$ cat src/rtl/tpi_pkg.sv
// Package of the trapezoid pi integrator: widths, constants and the sequencer states.
`default_nettype none

package tpi_pkg;

  // Field widths of the request and result beats.
  localparam int unsigned COUNT_W    = 16;
  localparam int unsigned WIDTH_W    = 32;
  localparam int unsigned INTEGRAL_W = 32;

  // Number of trapezoid count bits the block honors.
  localparam int unsigned COUNT_BITS = 16;

  // Sample point register: holds i*w exactly in Q17.32, at least 49 bits so that
  // the overflow test on the rounded point always has bits to look at.
  localparam int unsigned X_W  = (COUNT_BITS + 33 > 49) ? COUNT_BITS + 33 : 49;
  localparam int unsigned XR_W = X_W + 1;
  localparam int unsigned ROUND_HALF = 32768;

  // Heights are Q3.29, the accumulator Q3.45.
  localparam int unsigned HEIGHT_W = 32;
  localparam int unsigned ACC_W    = 48;

  // Serial multiplier: 33-bit multiplicand, 32-bit multiplier, 65-bit product.
  localparam int unsigned PROD_W    = 65;
  localparam int unsigned MUL_STEPS = 32;
  localparam int unsigned CNT_W     = $clog2(MUL_STEPS);

  // Restoring divider for 2^63 / (2^32 + sq).
  localparam int unsigned DIV_W = 64;
  localparam logic [DIV_W-1:0] DIV_OFFSET = 64'h0000_0001_0000_0000;
  localparam logic [DIV_W-1:0] DIV_SEED   = 64'h0000_0000_8000_0000;

  // f(0) = 4.0 in Q3.29.
  localparam logic [HEIGHT_W-1:0] HEIGHT_AT_ZERO = 32'h8000_0000;
  localparam logic [ACC_W-1:0]    ACC_MAX        = {ACC_W{1'b1}};

  typedef enum logic [3:0] {
    S_IDLE,
    S_POINT,
    S_SQR,
    S_SQCHK,
    S_DIV,
    S_TSET,
    S_TRM,
    S_ACC,
    S_DONE
  } tpi_state_e;

endpackage

`default_nettype wire

$ cat src/rtl/tpi_ifs.sv
// Valid/ready channel interfaces for the request and result beats.
`default_nettype none

interface tpi_req_if;
  logic                         valid;
  logic                         ready;
  logic [tpi_pkg::COUNT_W-1:0]  trapezoid_count;
  logic [tpi_pkg::WIDTH_W-1:0]  step_width;

  modport source (output valid, output trapezoid_count, output step_width, input ready);
  modport sink   (input valid, input trapezoid_count, input step_width, output ready);
endinterface

interface tpi_res_if;
  logic                            valid;
  logic                            ready;
  logic [tpi_pkg::INTEGRAL_W-1:0]  integral;

  modport source (output valid, output integral, input ready);
  modport sink   (input valid, input integral, output ready);
endinterface

`default_nettype wire

$ cat src/rtl/trapezoid_pi_integrator.sv
// Top level of the trapezoid pi integrator: sequencer, bit-serial multiplier and divider.
`default_nettype none

// Each request beat carries a trapezoid count N and a step width w in unsigned Q0.32
// (normally 1/N). The block sums the trapezoid rule for 4/(1+x^2) over the points
// x_i = i*w, i = 0..N, and returns one result beat with the integral in unsigned Q3.29,
// saturating at full scale; a zero count or a zero width gives zero. One request is
// worked on at a time: the request channel is ready only while the block is idle,
// and a finished result waits in an output register so that the next request can be
// taken before the result is collected. Each trapezoid runs through the single
// bit-serial shift-add multiplier, once for the square of the sample point and once
// for the trapezoid term, and the restoring divider that forms 4/(1+x^2) one
// quotient bit a cycle, with the states POINT, SQCHK, TSET and ACC sequencing them.
// Far sample points skip the square and the divide.
module trapezoid_pi_integrator (
  input  wire logic   clk_i,
  input  wire logic   rst_ni,
  tpi_req_if.sink     req_i,
  tpi_res_if.source   res_o
);

  localparam int unsigned CB = tpi_pkg::COUNT_BITS;

  // Sequencer state and output register (control, reset).
  tpi_pkg::tpi_state_e state_q, state_d;
  logic                res_valid_q;

  // Datapath registers (payload, no reset).
  logic [CB-1:0]                   n_q;
  logic [CB-1:0]                   trapezoid_index_q;
  logic [tpi_pkg::WIDTH_W-1:0]     w_q;
  logic [tpi_pkg::X_W-1:0]         x_q;
  logic [tpi_pkg::HEIGHT_W-1:0]    left_height_q;
  logic [tpi_pkg::HEIGHT_W-1:0]    quo_q;
  logic [tpi_pkg::ACC_W-1:0]       sum_accumulator_q;
  logic [tpi_pkg::PROD_W-1:0]      mcand_q;
  logic [tpi_pkg::MUL_STEPS-1:0]   mplier_q;
  logic [tpi_pkg::PROD_W-1:0]      prod_q;
  logic [tpi_pkg::DIV_W-1:0]       div_q;
  logic [tpi_pkg::DIV_W-1:0]       rem_q;
  logic [tpi_pkg::CNT_W-1:0]       bit_cnt_q;
  logic [tpi_pkg::INTEGRAL_W-1:0]  res_integral_q;

  // Combinational helpers.
  logic                           req_beat;
  logic                           res_load;
  logic                           count_zero;
  logic                           cnt_last;
  logic [tpi_pkg::XR_W-1:0]       x_round;
  logic                           x_far;
  logic                           sq_over;
  logic [tpi_pkg::DIV_W:0]        rem_shift;
  logic [tpi_pkg::DIV_W:0]        rem_diff;
  logic                           rem_ge;
  logic [tpi_pkg::ACC_W:0]        acc_sum;

  assign req_beat   = req_i.valid && req_i.ready;
  assign count_zero = (CB'(req_i.trapezoid_count) == '0);
  assign cnt_last   = (bit_cnt_q == tpi_pkg::CNT_W'(tpi_pkg::MUL_STEPS - 1));

  // Rounded sample point Q16.16; anything at or above 2^16 gives a zero height.
  assign x_round = {1'b0, x_q} + tpi_pkg::XR_W'(tpi_pkg::ROUND_HALF);
  assign x_far   = |x_round[tpi_pkg::XR_W-1:48];

  // The square beyond 2^63 also gives a zero height.
  assign sq_over = prod_q[63] && (|prod_q[62:0]);

  // One restoring division step: the dividend below the seed is all zeros.
  assign rem_shift = {rem_q, 1'b0};
  assign rem_diff  = rem_shift - {1'b0, div_q};
  assign rem_ge    = (rem_shift >= {1'b0, div_q});

  // Trapezoid term is the product truncated to Q3.45, which folds in the factor 0.5.
  assign acc_sum = {1'b0, sum_accumulator_q} + {1'b0, prod_q[tpi_pkg::PROD_W-1:17]};

  // Next state.
  always_comb begin
    state_d = state_q;
    case (state_q)
      tpi_pkg::S_IDLE: begin
        if (req_beat) begin
          state_d = count_zero ? tpi_pkg::S_DONE : tpi_pkg::S_POINT;
        end
      end
      tpi_pkg::S_POINT: begin
        state_d = x_far ? tpi_pkg::S_TSET : tpi_pkg::S_SQR;
      end
      tpi_pkg::S_SQR: begin
        if (cnt_last) begin
          state_d = tpi_pkg::S_SQCHK;
        end
      end
      tpi_pkg::S_SQCHK: begin
        state_d = sq_over ? tpi_pkg::S_TSET : tpi_pkg::S_DIV;
      end
      tpi_pkg::S_DIV: begin
        if (cnt_last) begin
          state_d = tpi_pkg::S_TSET;
        end
      end
      tpi_pkg::S_TSET: begin
        state_d = tpi_pkg::S_TRM;
      end
      tpi_pkg::S_TRM: begin
        if (cnt_last) begin
          state_d = tpi_pkg::S_ACC;
        end
      end
      tpi_pkg::S_ACC: begin
        if (trapezoid_index_q == n_q - CB'(1)) begin
          state_d = tpi_pkg::S_DONE;
        end else begin
          state_d = tpi_pkg::S_POINT;
        end
      end
      tpi_pkg::S_DONE: begin
        if (res_load) begin
          state_d = tpi_pkg::S_IDLE;
        end
      end
      default: begin
        state_d = tpi_pkg::S_IDLE;
      end
    endcase
  end

  // Handshake outputs of the sequencer.
  always_comb begin
    req_i.ready = 1'b0;
    res_load    = 1'b0;
    case (state_q)
      tpi_pkg::S_IDLE: begin
        req_i.ready = 1'b1;
      end
      tpi_pkg::S_DONE: begin
        // The result register takes the sum once its previous beat is gone.
        res_load = !res_valid_q || res_o.ready;
      end
      default: begin
        req_i.ready = 1'b0;
        res_load    = 1'b0;
      end
    endcase
  end

  always_ff @(posedge clk_i or negedge rst_ni) begin
    if (!rst_ni) begin
      state_q     <= tpi_pkg::S_IDLE;
      res_valid_q <= 1'b0;
    end else begin
      state_q <= state_d;
      if (res_load) begin
        res_valid_q <= 1'b1;
      end else if (res_o.ready) begin
        res_valid_q <= 1'b0;
      end
    end
  end

  always_ff @(posedge clk_i) begin
    if (res_load) begin
      res_integral_q <= sum_accumulator_q[tpi_pkg::ACC_W-1:16];
    end
    case (state_q)
      tpi_pkg::S_IDLE: begin
        if (req_beat) begin
          n_q               <= CB'(req_i.trapezoid_count);
          w_q               <= req_i.step_width;
          x_q               <= tpi_pkg::X_W'(req_i.step_width);
          left_height_q     <= tpi_pkg::HEIGHT_AT_ZERO;
          sum_accumulator_q <= '0;
          trapezoid_index_q <= '0;
        end
      end
      tpi_pkg::S_POINT: begin
        // Start the square of the right-hand sample point, or skip to a zero height.
        mcand_q   <= tpi_pkg::PROD_W'(x_round[47:16]);
        mplier_q  <= x_round[47:16];
        prod_q    <= '0;
        bit_cnt_q <= '0;
        if (x_far) begin
          quo_q <= '0;
        end
      end
      tpi_pkg::S_SQR, tpi_pkg::S_TRM: begin
        if (mplier_q[0]) begin
          prod_q <= prod_q + mcand_q;
        end
        mcand_q   <= {mcand_q[tpi_pkg::PROD_W-2:0], 1'b0};
        mplier_q  <= {1'b0, mplier_q[tpi_pkg::MUL_STEPS-1:1]};
        bit_cnt_q <= bit_cnt_q + tpi_pkg::CNT_W'(1);
      end
      tpi_pkg::S_SQCHK: begin
        div_q     <= prod_q[tpi_pkg::DIV_W-1:0] + tpi_pkg::DIV_OFFSET;
        rem_q     <= tpi_pkg::DIV_SEED;
        bit_cnt_q <= '0;
        if (sq_over) begin
          quo_q <= '0;
        end
      end
      tpi_pkg::S_DIV: begin
        rem_q     <= rem_ge ? rem_diff[tpi_pkg::DIV_W-1:0] : rem_shift[tpi_pkg::DIV_W-1:0];
        quo_q     <= {quo_q[tpi_pkg::HEIGHT_W-2:0], rem_ge};
        bit_cnt_q <= bit_cnt_q + tpi_pkg::CNT_W'(1);
      end
      tpi_pkg::S_TSET: begin
        // Term multiply: (left + right) * w, the right height sits in the quotient.
        mcand_q   <= tpi_pkg::PROD_W'({1'b0, left_height_q} + {1'b0, quo_q});
        mplier_q  <= w_q;
        prod_q    <= '0;
        bit_cnt_q <= '0;
      end
      tpi_pkg::S_ACC: begin
        sum_accumulator_q <= acc_sum[tpi_pkg::ACC_W] ? tpi_pkg::ACC_MAX
                                                     : acc_sum[tpi_pkg::ACC_W-1:0];
        left_height_q     <= quo_q;
        trapezoid_index_q <= trapezoid_index_q + CB'(1);
        x_q               <= x_q + tpi_pkg::X_W'(w_q);
      end
      default: begin
      end
    endcase
  end

  assign res_o.valid    = res_valid_q;
  assign res_o.integral = res_integral_q;

endmodule

`default_nettype wire

$ cat src/flat_wrapper.sv
// flat-port wrapper written by rule: the top's interface ports become plain ports
module trapezoid_pi_integrator_flat 
  (clk_i, rst_ni, req_i_valid, req_i_trapezoid_count, req_i_step_width, req_i_ready, res_o_valid, res_o_integral, res_o_ready);
  tpi_req_if req_i_i ();
  tpi_res_if res_o_i ();
  input  wire logic clk_i;
  input  wire logic rst_ni;
  input wire logic [$bits(req_i_i.valid)-1:0] req_i_valid;
  input wire logic [$bits(req_i_i.trapezoid_count)-1:0] req_i_trapezoid_count;
  input wire logic [$bits(req_i_i.step_width)-1:0] req_i_step_width;
  output wire logic [$bits(req_i_i.ready)-1:0] req_i_ready;
  output wire logic [$bits(res_o_i.valid)-1:0] res_o_valid;
  output wire logic [$bits(res_o_i.integral)-1:0] res_o_integral;
  input wire logic [$bits(res_o_i.ready)-1:0] res_o_ready;
  assign req_i_i.valid = req_i_valid;
  assign req_i_i.trapezoid_count = req_i_trapezoid_count;
  assign req_i_i.step_width = req_i_step_width;
  assign req_i_ready = req_i_i.ready;
  assign res_o_valid = res_o_i.valid;
  assign res_o_integral = res_o_i.integral;
  assign res_o_i.ready = res_o_ready;
  trapezoid_pi_integrator u_core (.clk_i(clk_i), .rst_ni(rst_ni), .req_i(req_i_i), .res_o(res_o_i));
endmodule
$ cat config.mk
export PLATFORM = sky130hd
export DESIGN_NAME = trapezoid_pi_integrator_flat
export DESIGN_NICKNAME = d
export VERILOG_FILES = /design/src/rtl/tpi_pkg.sv /design/src/rtl/tpi_ifs.sv /design/src/rtl/trapezoid_pi_integrator.sv /design/src/flat_wrapper.sv
export SDC_FILE = /design/constraint.sdc
export NUM_CORES = 1
export LEC_CHECK = 0
export BUFFER_PORTS_ARGS = -buffer_cell sky130_fd_sc_hd__buf_4
export CAP_MARGIN = 20
export CELL_PAD_IN_SITES_DETAIL_PLACEMENT = 2
export CELL_PAD_IN_SITES_GLOBAL_PLACEMENT = 2
export CORE_ASPECT_RATIO = 0.9
export CORE_UTILIZATION = 35
export DETAILED_ROUTE_END_ITERATION = 7
export PLACE_DENSITY_LB_ADDON = 0.1
export SETUP_SLACK_MARGIN = 0.02
export SLEW_MARGIN = 10
export SYNTH_ARGS = -nofsm -noshare
export SYNTH_HDL_FRONTEND = slang
export SYNTH_SLANG_ARGS = --single-unit
export TNS_END_PERCENT = 5
$ cat constraint.sdc
create_clock -name clk_i -period 7.7 [get_ports clk_i]
set_clock_uncertainty 0.1 [all_clocks]
set_input_delay 0.385 -clock clk_i [delete_from_list [all_inputs] [get_ports clk_i]]
set_output_delay 0.385 -clock clk_i [all_outputs]
set_load 0.02 [all_outputs]
==> impl_metrics.py <==
metrics = {
    "timing": {
        "final.period_utilization_pct": 67.4,
        "hold_violations": 0,
        "worst_slew_pin_slew_ns": 1.09,
        "setup_violations": 0,
        "tns_ns": 0,
        "hold_ws_ns": 0.219,
        "fmax_mhz": 193,
        "slew_violations": 0,
        "slew_headroom_pct": 27.2,
        "period_minus_slack_ns": 5.19,
        "grt_setup_unrepaired": "false",
    },
    "worst_setup_path": {
        "critPathRequiredTime_ns": 7.95,
        "path_buf_inv": 2,
        "cp-startpoint": "u_core.prod_q[17]",
        "max_stage_delay_ns": 0.67,
        "critPathMaxFanout": 47,
        "reg2reg_from": "u_core.prod_q[17]",
        "cpLargestDelayFamily": "compound AO/OA/AOI/OAI gates",
        "reg2reg_depth": 15,
        "crit_top_cell": "o31a_1",
        "path_cells": "ha_1 > inv_1 > fa_1 > nor2b_1 > o31a_1 > o31ai_1 > a21oi_2 > a211oi_1 > o31a_1 > a2111oi_2 > a31oi_2 > o41ai_2 > o21bai_4 > buf_4 > a21oi_1",
        "cp-end-kind": "register",
        "slowest_stage": "a211oi_1",
        "crit_end": "u_core.sum_accumulator_q[1]",
        "startpoint_type": "register",
        "rr_endpoint": "u_core.sum_accumulator_q[1]",
        "cp.arrival_ns": 5.44,
        "r2r_slack_ns": 2.51,
        "worstSetupPathType": "register to register",
        "cp_num_cells": 15,
    },
    "floorplanning": {
        "die_w_microns": 341,
        "die_h_microns": 307,
        "dieArea_sq_um": 105000,
        "rows": 111,
        "core_area_sq_um": 102000,
        "io_pins": 86,
        "initial_core_util_pct": 35.4,
    },
    "clock_tree": {
        "cts_tree": "done",
        "worstSkewPairLatency_ns": 0.66,
        "path_clk_slew_ns": 0.06,
        "cts.sinks": 557,
        "cts_buffer_depth": 3,
        "htreeDepth": 3,
        "cts_resized": 0,
        "cts_root_buf": "clkbuf_16",
        "cts_inserted_buffers": 72,
    },
    "power_and_ir_drop": {
        "powerDensity_nw_per_um2": 532,
        "p_sw_mw": 10.0,
        "p_leak_nw": 16.0,
        "clkPwrFrac_pct": 16.1,
        "combPwrFrac_pct": 54.0,
        "vdd_drop_max_uv": 336,
        "internal_power_mw": 11.7,
        "switching_share_pct": 46.1,
        "power_frac_seq_pct": 30.0,
    },
    "synth": {
        "yosys-top-cells-area": "edfxtp_1 (46%), ha_1 (8.6%), a21oi_1 (4.3%)",
        "synthArstFlopShare_pct": 0.898,
        "yosysUniqueCellTypes": 89,
        "synth_top_area_cell": "edfxtp_1",
        "yosys.area_share.simple_pct": 14.9,
        "syn_avg_cell_area_sq_um": 10.1,
        "synth_top_cell_area_share_pct": 45.9,
        "synth_compound_area_share_pct": 17.9,
        "yosysWarnings": 0,
        "yosysMostFrequentCell": "edfxtp_1",
        "ys_top_cells_by_count": "edfxtp_1 (552), a21oi_1 (314), nor2_1 (307)",
        "synth-edff-count": 552,
        "synthMuxAreaShare_pct": 1.36,
        "syn-num-nets": 3867,
        "synthAdderAreaFrac_pct": 8.83,
        "synth-seq-cells": 557,
        "netlist_area_sq_um": 36100,
        "synth_top_family_by_area": "compound AO/OA/AOI/OAI gates",
        "ys.flop_type": "edfxtp_1",
        "ys_seq_area_share_pct": 46.2,
        "synth_xor_area_share_pct": 7.51,
        "synthCells": 3563,
    },
    "outcome": {
        "outcome": "finished, final reports clean",
    },
    "finish": {
        "nFillCells": 10800,
        "area_growth_syn_to_layout_pct": 13.3,
        "multi_input_area_sq_um": 18300,
        "regArea_sq_um": 16700,
        "fin_util_pct": 40.1,
        "instances_no_fill": 5049,
        "final_area_sq_um": 40900,
        "nets": 3941,
        "diodes": 0,
        "drive_gt1_share_pct": 7.12,
    },
    "global_routing": {
        "grt_max_degree": 82,
        "grt_pass1_vias": 31000,
        "grt_usage_pct": 23.0,
        "antenna_found_initial": 1,
        "grt_remaining_overflow": 0,
        "grt_pass1_wl_microns": 188000,
    },
    "detailed_routing": {
        "totalWireLength_microns": 121000,
        "routed-via-count": 28300,
        "vias_per_cell": 5.61,
        "drtAntennaViolNets": 0,
        "firstDrtPassIters": 5,
        "drc": 0,
        "wl_per_cell_microns": 23.9,
        "drt_iter0_markers": 1397,
    },
    "place": {
        "port_buffers": 85,
        "dpl.cell_count": 4868,
        "dp_hpwl_microns": 89100,
        "finalWeightedCongestion": 0.868,
        "placed_area_sq_um": 38000,
    },
    "run": {
        "cap_violations": 0,
    },
    "hold_path": {
        "hp-class": "primary input to register",
    },
}
## cell type report
type                    instances  area share [%]
repair buffers                158            3.21
multi-input cells            2705            44.7
clock inverters                46            1.22
clock buffers                  84            4.59
inverters                     143            1.31
flip-flops and latches        557            40.8
well taps                    1356            4.15
## registers in the layout (all words and copies together), names as in the netlist, 32 cells and up
signal	flops
u_core.mcand_q	65
u_core.prod_q	65
u_core.div_q	64
u_core.rem_q	64
u_core.x_q	49
u_core.sum_accumulator_q	48
u_core.left_height_q	32
u_core.mplier_q	32
u_core.quo_q	32
u_core.res_o.integral	32
u_core.w_q	32
## cell families (layout without fill, tap and decap cells)
group | Yosys count | count (layout)
AO/OA/AOI/OAI | 1001 | 1001
XOR/XNOR | 310 | 310
adder cells (fa/ha/maj) | 252 | 252
buffers and inverters | 301 | 431
flip-flops | 557 | 557
multiplexers | 49 | 49
AND/OR/NAND/NOR | 1093 | 1093
## cell usage in the layout, fill, tap and decap left out, types with 73 or more instances in the layout
cell type  instances
edfxtp_1         552
a21oi_1          314
nor2_1           304
ha_1             247
nand2_1          240
o21ai_0          207
xnor2_1          173
a21o_1           157
inv_1            142
xor2_1           137
and2_1           114
nand3_1          108
buf_4            107
clkbuf_16         73
## per-stage QoR
step           total power [mW]  setup WS, ns
2_1_floorplan              14.5          2.43
3_3_place_gp               17.8          2.82
3_5_place_dp               18.3          2.57
4_1_cts                    22.0          2.51
5_1_grt                    23.3          2.32
6_report                   21.8          2.51
## power groups by stage
| stage | sequential (mW) | combinational [mW] | clock, mW |
|---|---|---|---|
| 6_report | 6.52 | 11.7 | 3.50 |
| 5_1_grt | 6.62 | 13.0 | 3.68 |
| 4_1_cts | 6.51 | 11.8 | 3.60 |
| 3_5_place_dp | 6.55 | 11.7 | 0 |
| 3_3_place_gp | 6.51 | 11.2 | 0 |
| 2_1_floorplan | 5.82 | 8.66 | 0 |
## how the worst min path moves through the flow
stage | from | to | slack, ns | cells past startpoint
floorplan | rst_ni | u_core.res_o.valid | -0.01 | 0
global placement | rst_ni | u_core.res_o.valid | 0.1 | 1
detailed placement | rst_ni | u_core.res_o.valid | 0.10 | 1
CTS | req_i_valid | u_core.state_q[0] | 0.19 | 4
global route | req_i_valid | u_core.state_q[0] | 0.24 | 4
finish | req_i_valid | u_core.state_q[0] | 0.22 | 4
## layer usage
layer	part of all wire (%)	GRT usage [%]	vias up	routed length, microns
met5	0	0	-	0
met4	2.1	5.20	0	2480
met3	2.3	2.52	131	2770
met2	47	38.5	312	57200
met1	48	31.7	14500	58200
li1	-	-	13400	-
## repair_timing
action	CTS	global route
endpoints found under the hold margin	87	0
buffers inserted	0	0
hold buffers	51	0
## worst min-delay path, cell delays in order
cell and delay (ns):
buf_4 0.09, or3_1 0.09, a21oi_1 0.08, a311oi_1 0.26
No activity file was read; power rests on OpenSTA's default activity.
